===== src/hw/rtl/sixra_pkg.sv =====
`default_nettype none

package sixra_pkg;

	// field widths fixed by the instruction format
	localparam int DATA_W       = 32;
	localparam int CMD_W        = 4;
	localparam int IDX_FIELD_W  = 3;
	localparam int NUM_REGS_DEF = 6;

	// opcodes
	localparam logic [CMD_W-1:0] OP_ADDR = 4'd0;
	localparam logic [CMD_W-1:0] OP_ADDI = 4'd1;
	localparam logic [CMD_W-1:0] OP_MULR = 4'd2;
	localparam logic [CMD_W-1:0] OP_MULI = 4'd3;
	localparam logic [CMD_W-1:0] OP_BANR = 4'd4;
	localparam logic [CMD_W-1:0] OP_BANI = 4'd5;
	localparam logic [CMD_W-1:0] OP_BORR = 4'd6;
	localparam logic [CMD_W-1:0] OP_BORI = 4'd7;
	localparam logic [CMD_W-1:0] OP_SETR = 4'd8;
	localparam logic [CMD_W-1:0] OP_SETI = 4'd9;
	localparam logic [CMD_W-1:0] OP_GTIR = 4'd10;
	localparam logic [CMD_W-1:0] OP_GTRI = 4'd11;
	localparam logic [CMD_W-1:0] OP_GTRR = 4'd12;
	localparam logic [CMD_W-1:0] OP_EQIR = 4'd13;
	localparam logic [CMD_W-1:0] OP_EQRI = 4'd14;
	localparam logic [CMD_W-1:0] OP_EQRR = 4'd15;

	// register file update produced by one executed instruction
	typedef struct packed {
		logic                   wr_en;
		logic [IDX_FIELD_W-1:0] wr_idx;
		logic [DATA_W-1:0]      wr_data;
		logic [DATA_W-1:0]      next_pc;
	} sixra_wr_t;

	// operand a names a register
	function automatic logic a_is_reg(input logic [CMD_W-1:0] cmd);
		logic r;
		case (cmd) inside
			OP_ADDR, OP_ADDI, OP_MULR, OP_MULI, OP_BANR, OP_BANI, OP_BORR, OP_BORI,
			OP_SETR, OP_GTRI, OP_GTRR, OP_EQRI, OP_EQRR: r = 1'b1;
			default: r = 1'b0;
		endcase
		return r;
	endfunction

	// operand b names a register
	function automatic logic b_is_reg(input logic [CMD_W-1:0] cmd);
		logic r;
		case (cmd) inside
			OP_ADDR, OP_MULR, OP_BANR, OP_BORR, OP_GTIR, OP_GTRR, OP_EQIR,
			OP_EQRR: r = 1'b1;
			default: r = 1'b0;
		endcase
		return r;
	endfunction

endpackage

`default_nettype wire


===== src/hw/rtl/sixra_alu.sv =====
`default_nettype none

module sixra_alu #(
	parameter int NUM_REGS = sixra_pkg::NUM_REGS_DEF
) (
	input  wire logic [sixra_pkg::CMD_W-1:0]                      cmd,
	input  wire logic [sixra_pkg::DATA_W-1:0]                     operand_a,
	input  wire logic [sixra_pkg::DATA_W-1:0]                     operand_b,
	input  wire logic [sixra_pkg::IDX_FIELD_W-1:0]                dest_index,
	input  wire logic [sixra_pkg::IDX_FIELD_W-1:0]                bound,
	input  wire logic [NUM_REGS-1:0][sixra_pkg::DATA_W-1:0]       regs,
	input  wire logic [sixra_pkg::DATA_W-1:0]                     pc,
	output sixra_pkg::sixra_wr_t                                  wr
);
	import sixra_pkg::*;

	localparam int IDX_W = (NUM_REGS > 1) ? $clog2(NUM_REGS) : 1;
	localparam logic [DATA_W-1:0] NREGS = DATA_W'(NUM_REGS);

	logic                              bound_ok;
	logic [NUM_REGS-1:0][DATA_W-1:0]   regs_m;
	logic                              a_reg;
	logic                              b_reg;
	logic                              bad;
	logic [IDX_W-1:0]                  a_idx;
	logic [IDX_W-1:0]                  b_idx;
	logic [DATA_W-1:0]                 ra;
	logic [DATA_W-1:0]                 rb;
	logic [DATA_W-1:0]                 va;
	logic [DATA_W-1:0]                 vb;
	logic [DATA_W-1:0]                 prod;
	logic [DATA_W-1:0]                 res;
	logic [DATA_W-1:0]                 pc_src;

	// program counter mirrored into the bound register before the step
	assign bound_ok = DATA_W'(bound) < NREGS;

	always_comb begin
		for (int i = 0; i < NUM_REGS; i++) begin
			if (bound_ok && (DATA_W'(bound) == DATA_W'(i))) begin
				regs_m[i] = pc;
			end else begin
				regs_m[i] = regs[i];
			end
		end
	end

	// operand kinds and index range check
	assign a_reg = a_is_reg(cmd);
	assign b_reg = b_is_reg(cmd);
	assign bad   = (DATA_W'(dest_index) >= NREGS) ||
	               (a_reg && (operand_a >= NREGS)) ||
	               (b_reg && (operand_b >= NREGS));

	assign a_idx = operand_a[IDX_W-1:0];
	assign b_idx = operand_b[IDX_W-1:0];

	// register reads
	always_comb begin
		ra = '0;
		rb = '0;
		for (int i = 0; i < NUM_REGS; i++) begin
			if (a_idx == IDX_W'(i)) begin
				ra = regs_m[i];
			end
			if (b_idx == IDX_W'(i)) begin
				rb = regs_m[i];
			end
		end
	end

	assign va   = a_reg ? ra : operand_a;
	assign vb   = b_reg ? rb : operand_b;
	assign prod = va * vb;

	// operation select
	always_comb begin
		res = '0;
		unique case (cmd) inside
			OP_ADDR, OP_ADDI: res = va + vb;
			OP_MULR, OP_MULI: res = prod;
			OP_BANR, OP_BANI: res = va & vb;
			OP_BORR, OP_BORI: res = va | vb;
			OP_SETR, OP_SETI: res = va;
			OP_GTIR, OP_GTRI, OP_GTRR: res = DATA_W'($signed(va) > $signed(vb));
			OP_EQIR, OP_EQRI, OP_EQRR: res = DATA_W'(va == vb);
		endcase
	end

	// next pc comes from the bound register after the write
	always_comb begin
		if (!bound_ok) begin
			pc_src = pc;
		end else if (!bad && (dest_index == bound)) begin
			pc_src = res;
		end else begin
			pc_src = pc;
		end
	end

	assign wr.wr_en   = !bad;
	assign wr.wr_idx  = dest_index;
	assign wr.wr_data = bad ? '0 : res;
	assign wr.next_pc = pc_src + DATA_W'(1);

endmodule

`default_nettype wire


===== src/hw/rtl/sixra_regs.sv =====
`default_nettype none

module sixra_regs #(
	parameter int NUM_REGS = sixra_pkg::NUM_REGS_DEF
) (
	input  wire logic                                             clk,
	input  wire logic                                             arst_n,
	input  wire logic                                             step,
	input  wire logic [sixra_pkg::IDX_FIELD_W-1:0]                bound,
	input  sixra_pkg::sixra_wr_t                                  wr,
	output logic [NUM_REGS-1:0][sixra_pkg::DATA_W-1:0]            regs,
	output logic [sixra_pkg::DATA_W-1:0]                          pc
);
	import sixra_pkg::*;

	logic [NUM_REGS-1:0][DATA_W-1:0] regs_q;
	logic [DATA_W-1:0]               pc_q;

	// register file: destination write wins over the pc mirror
	always_ff @(posedge clk or negedge arst_n) begin
		if (!arst_n) begin
			regs_q <= '0;
			pc_q   <= '0;
		end else if (step) begin
			for (int i = 0; i < NUM_REGS; i++) begin
				if (wr.wr_en && (DATA_W'(wr.wr_idx) == DATA_W'(i))) begin
					regs_q[i] <= wr.wr_data;
				end else if (DATA_W'(bound) == DATA_W'(i)) begin
					regs_q[i] <= pc_q;
				end
			end
			pc_q <= wr.next_pc;
		end
	end

	assign regs = regs_q;
	assign pc   = pc_q;

endmodule

`default_nettype wire


===== src/hw/rtl/six_register_alu_executor.sv =====
// Six-register ALU executor.
// Each request on the input channel (in_valid / in_stall) is one instruction:
// cmd, operand_a, operand_b, dest_index. Each yields exactly one request on
// the output channel (out_valid / out_stall): next_pc, written_value and
// bad_index, in instruction order.
// The bound register index is written through cfg_we / cfg_wdata; the user must
// write it only while the block is idle, and the block does not enforce this. It
// takes effect for the next instruction. An accepted instruction is held in the
// input register, executed against the register file and pc, and its result is
// captured in the result register, from which the output channel takes it.
// Throughput: one instruction per cycle unless out_stall holds the result. The register
// file, pc and result register are all updated at the same edge, so the next
// instruction sees the previous one's writes without any bubble.
// When out_stall holds the result, the instruction in the input register
// waits and in_stall rises only if that register is occupied.
// Reset (arst_n low) clears the registers, the pc, the bound index and both
// valid flags.
`default_nettype none

module six_register_alu_executor #(
	parameter int NUM_REGS = sixra_pkg::NUM_REGS_DEF
) (
	input  wire logic                                 clk,
	input  wire logic                                 arst_n,
	input  wire logic                                 cfg_we,
	input  wire logic [sixra_pkg::IDX_FIELD_W-1:0]    cfg_wdata,
	input  wire logic                                 in_valid,
	output logic                                      in_stall,
	input  wire logic [sixra_pkg::CMD_W-1:0]          cmd,
	input  wire logic signed [sixra_pkg::DATA_W-1:0]  operand_a,
	input  wire logic signed [sixra_pkg::DATA_W-1:0]  operand_b,
	input  wire logic [sixra_pkg::IDX_FIELD_W-1:0]    dest_index,
	output logic                                      out_valid,
	input  wire logic                                 out_stall,
	output logic signed [sixra_pkg::DATA_W-1:0]       next_pc,
	output logic signed [sixra_pkg::DATA_W-1:0]       written_value,
	output logic                                      bad_index
);
	import sixra_pkg::*;

	logic [IDX_FIELD_W-1:0]          pc_bound_q;
	logic                            valid_s1;
	logic [CMD_W-1:0]                cmd_s1;
	logic [DATA_W-1:0]               operand_a_s1;
	logic [DATA_W-1:0]               operand_b_s1;
	logic [IDX_FIELD_W-1:0]          dest_index_s1;
	logic                            valid_s2;
	logic [DATA_W-1:0]               next_pc_s2;
	logic [DATA_W-1:0]               written_value_s2;
	logic                            bad_index_s2;
	logic                            advance;
	logic                            in_take;
	logic [NUM_REGS-1:0][DATA_W-1:0] regs;
	logic [DATA_W-1:0]               pc;
	sixra_wr_t                       wr;

	// handshake control
	assign advance  = valid_s1 && (!valid_s2 || !out_stall);
	assign in_stall = valid_s1 && !advance;
	assign in_take  = in_valid && !in_stall;

	// bound register configuration
	always_ff @(posedge clk or negedge arst_n) begin
		if (!arst_n) begin
			pc_bound_q <= '0;
		end else if (cfg_we) begin
			pc_bound_q <= cfg_wdata;
		end
	end

	// input register
	always_ff @(posedge clk or negedge arst_n) begin
		if (!arst_n) begin
			valid_s1 <= 1'b0;
		end else if (in_take) begin
			valid_s1 <= 1'b1;
		end else if (advance) begin
			valid_s1 <= 1'b0;
		end
	end

	always_ff @(posedge clk) begin
		if (in_take) begin
			cmd_s1        <= cmd;
			operand_a_s1  <= operand_a;
			operand_b_s1  <= operand_b;
			dest_index_s1 <= dest_index;
		end
	end

	// execute
	sixra_alu #(
		.NUM_REGS(NUM_REGS)
	) u_alu (
		.cmd       (cmd_s1),
		.operand_a (operand_a_s1),
		.operand_b (operand_b_s1),
		.dest_index(dest_index_s1),
		.bound     (pc_bound_q),
		.regs      (regs),
		.pc        (pc),
		.wr        (wr)
	);

	// architectural state
	sixra_regs #(
		.NUM_REGS(NUM_REGS)
	) u_regs (
		.clk   (clk),
		.arst_n(arst_n),
		.step  (advance),
		.bound (pc_bound_q),
		.wr    (wr),
		.regs  (regs),
		.pc    (pc)
	);

	// result register
	always_ff @(posedge clk or negedge arst_n) begin
		if (!arst_n) begin
			valid_s2 <= 1'b0;
		end else if (advance) begin
			valid_s2 <= 1'b1;
		end else if (!out_stall) begin
			valid_s2 <= 1'b0;
		end
	end

	always_ff @(posedge clk) begin
		if (advance) begin
			next_pc_s2       <= wr.next_pc;
			written_value_s2 <= wr.wr_data;
			bad_index_s2     <= !wr.wr_en;
		end
	end

	assign out_valid     = valid_s2;
	assign next_pc       = next_pc_s2;
	assign written_value = written_value_s2;
	assign bad_index     = bad_index_s2;

endmodule

`default_nettype wire


===== config.mk =====
export PLATFORM = sky130hd
export DESIGN_NAME = six_register_alu_executor
export DESIGN_NICKNAME = d
export VERILOG_FILES = /design/src/hw/rtl/sixra_pkg.sv /design/src/hw/rtl/sixra_alu.sv /design/src/hw/rtl/sixra_regs.sv /design/src/hw/rtl/six_register_alu_executor.sv
export SDC_FILE = /design/constraint.sdc
export NUM_CORES = 2
export LEC_CHECK = 0
export ABC_CLOCK_PERIOD_IN_PS = 14900
export BUFFER_PORTS_ARGS = -buffer_cell sky130_fd_sc_hd__buf_4
export CAP_MARGIN = 20
export CORE_UTILIZATION = 36
export DETAILED_ROUTE_END_ITERATION = 10
export HOLD_SLACK_MARGIN = 0.1
export PLACE_DENSITY = 0.56
export SLEW_MARGIN = 5
export SYNTH_ARGS = -nofsm -noshare
export SYNTH_HDL_FRONTEND = slang
export SYNTH_SLANG_ARGS = --single-unit

===== constraint.sdc =====
create_clock -name clk -period 14.9 [get_ports clk]
set_input_delay 0.745 -clock clk [delete_from_list [all_inputs] [get_ports clk]]
set_output_delay 0.745 -clock clk [all_outputs]
set_load 0.005 [all_outputs]

# --- Word-level counts from Yosys, hierarchy flattened ---
# Index checks and enable logic that the tools add are counted.
op_classes:
  add_sub_neg: 2
  mul: 1
  magnitude_cmp: 5
  eq_ne: 38
  mux: 42
  bitwise_logic: 2
  n_reduce_logical: 53
op_table:
  columns: ["cell", "n"]
  rows:
  - ["2-to-1 mux 32 bit", 35]
  - ["case mux 32 bit (7 select lines)", 1]
  - ["greater-or-equal comparator 32 x 3 -> 1 bit, second input constant", 2]
  - ["adder 32 x 1 -> 32 bit, second input constant", 1]
  - ["adder 32 bit", 1]
  - ["AND 32 bit", 1]
  - ["== test 32 bit", 1]
  - ["== test 4 bit, second input constant", 8]
  - ["greater-than comparator 32 bit", 1]
  - ["multiplier 32 x 32 -> 32 bit", 1]
  - ["bitwise OR 32 bit", 1]
  - ["== test 3 x 2 -> 1 bit, second input constant", 8]
  - ["== test 3 bit, second input constant", 8]
  - ["logical AND 1 bit", 18]
  - ["== test 4 x 3 -> 1 bit, second input constant", 4]
  - ["nonzero test 2 bit", 7]
  - ["OR reduction 13 bit", 1]
  - ["== test 3 x 1 -> 1 bit, second input constant", 4]
  - ["logical NOT 3 bit", 4]
  - ["AND reduction 2 bit", 6]
  - ["OR reduction 2 bit", 5]
  - ["== test 4 x 2 -> 1 bit, second input constant", 2]
  - ["OR reduction 8 bit", 1]
  - ["2-to-1 mux 1 bit", 6]
  - ["other kinds (9)", 16]
word_totals:
  regBits: 365
  in_bits: 79
  out_inout_bits: 67
  wordCells: 160

# --- Logic depth before layout (Yosys ltp) ---
depth:
  depth_word: 15
  mapped_depth: 46
  ltp_nobuf: 38

# --- Cells and area by module ---
# From an unflattened synthesis, not the netlist that was laid out.
unflattened:
  hier_cells: 4634
  area_unflattened_um2: 44014.7
modules_own_cells:
  columns: ["module", "n_inst", "cells_per_inst", "area_per_inst_um2", "seq_area_each_um2"]
  rows:
  - ["sixra_alu", 1, 3502, 27284.9, 0.0]
  - ["sixra_regs", 1, 981, 12446.9, 5605.4]
  - ["six_register_alu_executor", 1, 151, 4282.9, 4209.0]

# --- Least setup slack after synthesis ---
# No wires, ideal clock.
synth_timing:
  kind: "register to register"
  startpoint: "register cmd_s1[2]"
  endpoint: "register u_regs.pc_q[26], in the netlist u_regs.pc[26]"
  setup_ns: 0.125
  arrival_time_ns: 10.257
  t_required_ns: 14.775
  path_slack_ns: 4.518
  stages_incl_launch_ff: 42
  n_path_buf: 7
  period_less_slack_ns: 10.382
  path_cell_list: "edfxtp_1 -> buf_2 -> nand2b_1 -> a21oi_1 -> or2_2 -> buf_2 -> buf_2 -> buf_1 -> mux2_2 -> clkbuf_1 -> inv_1 -> clkbuf_1 -> nor2_1 -> fa_1 -> inv_1 -> fa_1 -> fa_1 -> fa_1 -> [6 not listed] -> fa_1 -> ha_1 -> a21o_1 -> a21o_1 -> a21oi_1 -> a21oi_1 -> or2_2 -> o21a_1 -> o21a_1 -> o31ai_1 -> o21ai_1 -> o21ai_1 -> and4bb_1 -> buf_6 -> and3_1 -> xor2_1 -> mux2_2 -> mux2_4"
synth_lines:
  columns: ["element", "line", "text"]
  rows:
  - ["start, declared", "six_register_alu_executor.sv:43", "logic [CMD_W-1:0] cmd_s1;"]
  - ["start signal, assigned", "six_register_alu_executor.sv:84", "cmd_s1 <= cmd;"]
  - ["end signal, assigned", "sixra_regs.sv:32", "pc_q <= wr.next_pc;"]
  - ["end, declared", "sixra_regs.sv:17", "logic [DATA_W-1:0] pc_q;"]

==> reports/metrics.cfg <==
[outcome]
status = finished, final reports clean

[sta]
min_period_ps = 12790
max_slew_margin_pct = 12.4
slew_viol_final = 0
fmax_mhz = 78.2
finalHoldViolCount = 0
finalClockSkew_ps = 58.2
setup_viol = 0
finalCritPeriodShare_pct = 85.8
timing.setup.tns_ps = 0
tightest_slew_ps = 1310
rsz0062_at_grt = no

[placed_design]
gp_congestion = 1.03
dpl.hpwl_mm = 143
port_buffers = 145

[yosys]
netlist_area_sq_mm = 0.0416
yosysSeqAreaShare_pct = 23.6
synth_edf_count = 136
synth_top_area_share_pct = 19.7
yosysMostFrequentCell = nor2_1
synth_seq_cells = 365
synthTopCellsByCount = nor2_1, nand2_1, inv_1, fa_1, a21oi_1
synthesis.nets = 5572
ys_top_cells_by_area = fa_1, dfrtp_1, edfxtp_1
ys_warn_count = 0
ys_dominant_reg_cell = dfrtp_1
syn_area_per_cell_sq_um = 8.55
synthDistinctLibCells = 122
yosys.area.top_type = fa_1
async_flop_share_pct = 62.7
netlist_instances = 4864

[floorplan]
coreArea_sq_mm = 0.114
die_x_um = 342
die_h_um = 342
io_pins = 146
rows = 124
die_area_sq_mm = 0.117
start_util_pct = 36.4

[clocking]
cts_sinks = 365
post_cts_buffers = 0
clk_pin_slew_ps = 60
cts_made_buffers = 44
cts_tree = built
clkLatencyLatePin_ps = 670
ctsResizeCount = 0
cts.path.max_buffers = 3
root_buffer = clkbuf_16
ctsHoldBuffers = 0
h-tree-depth = 2

[finish]
nets = 5582
fillers = 11634
num_antenna_cells = 0
drive_above_1_share_pct = 11.0
syn2layout_area_growth_pct = 10.7
multi_input_area_sq_mm = 0.0283
ff_latch_area_sq_mm = 0.00981

[setup_path]
path_class = reg2reg
cpMaxStageDelayCell = nor3b_2
start_kind = flip-flop
slowest_delay_ps = 850
worstSetupEndpointType = flip-flop
cp_max_fo = 23
critPathMostFrequentCell = fa_1
required_ps = 15410
cp.arrival_ps = 13300

[run]
max_cap_viol_count = 0

[route]
drc = 0
wl_per_cell_um = 29.8
vias_per_cell = 5.89
drt_iter0_drc = 4189
vias = 37834
postRouteAntennaNets = 0
drt_wl_total_mm = 191
dr.pass1.iters = 6

[min_path]
hold_class = in2async

[global_routing]
grt.met3_usage_pct = 8.37
busiest_layer = met2
overflow = 0
grt_max_degree = 124
grt_util_all_layers_pct = 32.5
met1_usage_pct = 43.4
grt_pass1_wl_mm = 274
grt_pass1_vias = 37604
antenna_found_initial = 4
grtUsageMet2_pct = 49.2

## cells in the final DEF (no fill, tap or decap), types with 16 or more instances in the layout
cell	n
nor2_1	658
nand2_1	593
inv_1	546
fa_1	409
buf_4	303
a21oi_1	285
o21ai_0	237
dfrtp_1	229
ha_1	220
mux2i_1	175
edfxtp_1	136
o22ai_1	93
xnor2_1	93
nor3_1	85
a211oi_1	46
clkbuf_16	44
a31oi_1	36
nand3_1	33
a21o_1	31
xor2_1	29
nor4_1	29
nor2b_1	24
o21a_1	24
o221ai_1	24
mux2_2	24
nand2b_1	22
o21ai_1	20
o22a_1	19
o211ai_1	19
o21bai_1	19
or3_1	18
mux4_2	18
o32ai_1	16
and3_1	16
## final timing paths
| path | startpoint | endpoint | slack (ps) | cells past startpoint |
|---|---|---|---|---|
| max | pc_bound_q[1] | u_regs.pc[26] | 2110 | 38 |
| min | arst_n | u_regs.pc[25] | 190 | 1 |
| max reg2reg | pc_bound_q[1] | u_regs.pc[26] | 2110 | 38 |
| min reg2reg | u_regs.regs[139] | u_regs.regs[139] | 490 | 2 |
| max in group asynchronous | arst_n | u_regs.regs[128] | 13380 | 2 |
| min in group clk | operand_b[13] | operand_b_s1[13] | 240 | 1 |
## metal layers
| metal | vias up | wire [um] |
|---|---|---|
| met5 | - | 32 |
| met4 | 6 | 10100 |
| met3 | 428 | 20800 |
| met2 | 2266 | 82400 |
| met1 | 18864 | 77800 |
| li1 | 16270 | - |
## stage by stage
stage / hold slack, ps / utilization, % / cell area, sq um / setup slack, ps / instances
after floorplan: 444 / - / 41600 / 4520 / 4864
after global placement: 463 / 38.9 / 44500 / 2410 / 6338
after detailed placement: 474 / 38.9 / 44500 / 2340 / 6338
after CTS: 214 / 40.2 / 46000 / 2260 / 6420
after global routing: 245 / 40.2 / 46000 / 1530 / 6422
final: 191 / 40.2 / 46000 / 2110 / 6422
## sequential cells by signal, indices dropped and copies added, names as in the netlist
| signal | count |
|---|---|
| bad_index | 1 |
| cmd_s1 | 4 |
| dest_index_s1 | 3 |
| next_pc | 32 |
| operand_a_s1 | 32 |
| operand_b_s1 | 32 |
| out_valid | 1 |
| pc_bound_q | 3 |
| u_regs.pc | 32 |
| u_regs.regs | 192 |
| valid_s1 | 1 |
| written_value | 32 |
## cells by family after synthesis
| kind of cell | count (synthesis) | share of synthesized area [%] |
|---|---|---|
| buffers and inverters | 916 | 8.96 |
| flip-flops | 365 | 23.6 |
| AND/OR/NAND/NOR | 1571 | 16.0 |
| multiplexers | 221 | 5.96 |
| AO/OA/AOI/OAI | 1033 | 16.2 |
| XOR/XNOR | 129 | 2.94 |
| adder cells (fa/ha/maj) | 629 | 26.3 |
## layout make-up
class                      count  area share, %
clock inverter                29          0.818
multi-input combinational   3583           61.4
tap                         1512           4.11
sequential                   365           21.3
timing repair buffer         307           5.04
inverter                     573           4.70
clock buffer                  53           2.57
## critical path: cells and delay by family, from the launching register on
kind / cells / cell delay, ps
adders and majority gates: 9 / 4360
xor gates and xnor gates: 1 / 60
muxes: 3 / 850
buffers and inverters: 7 / 1360
DFF: 1 / 830
and+or+nand+nor: 5 / 2000
AOI/OAI and AO/OA: 13 / 3160
Power is not shown: default switching activity piles up to over one toggle a cycle in this logic, so the estimate is an artifact.
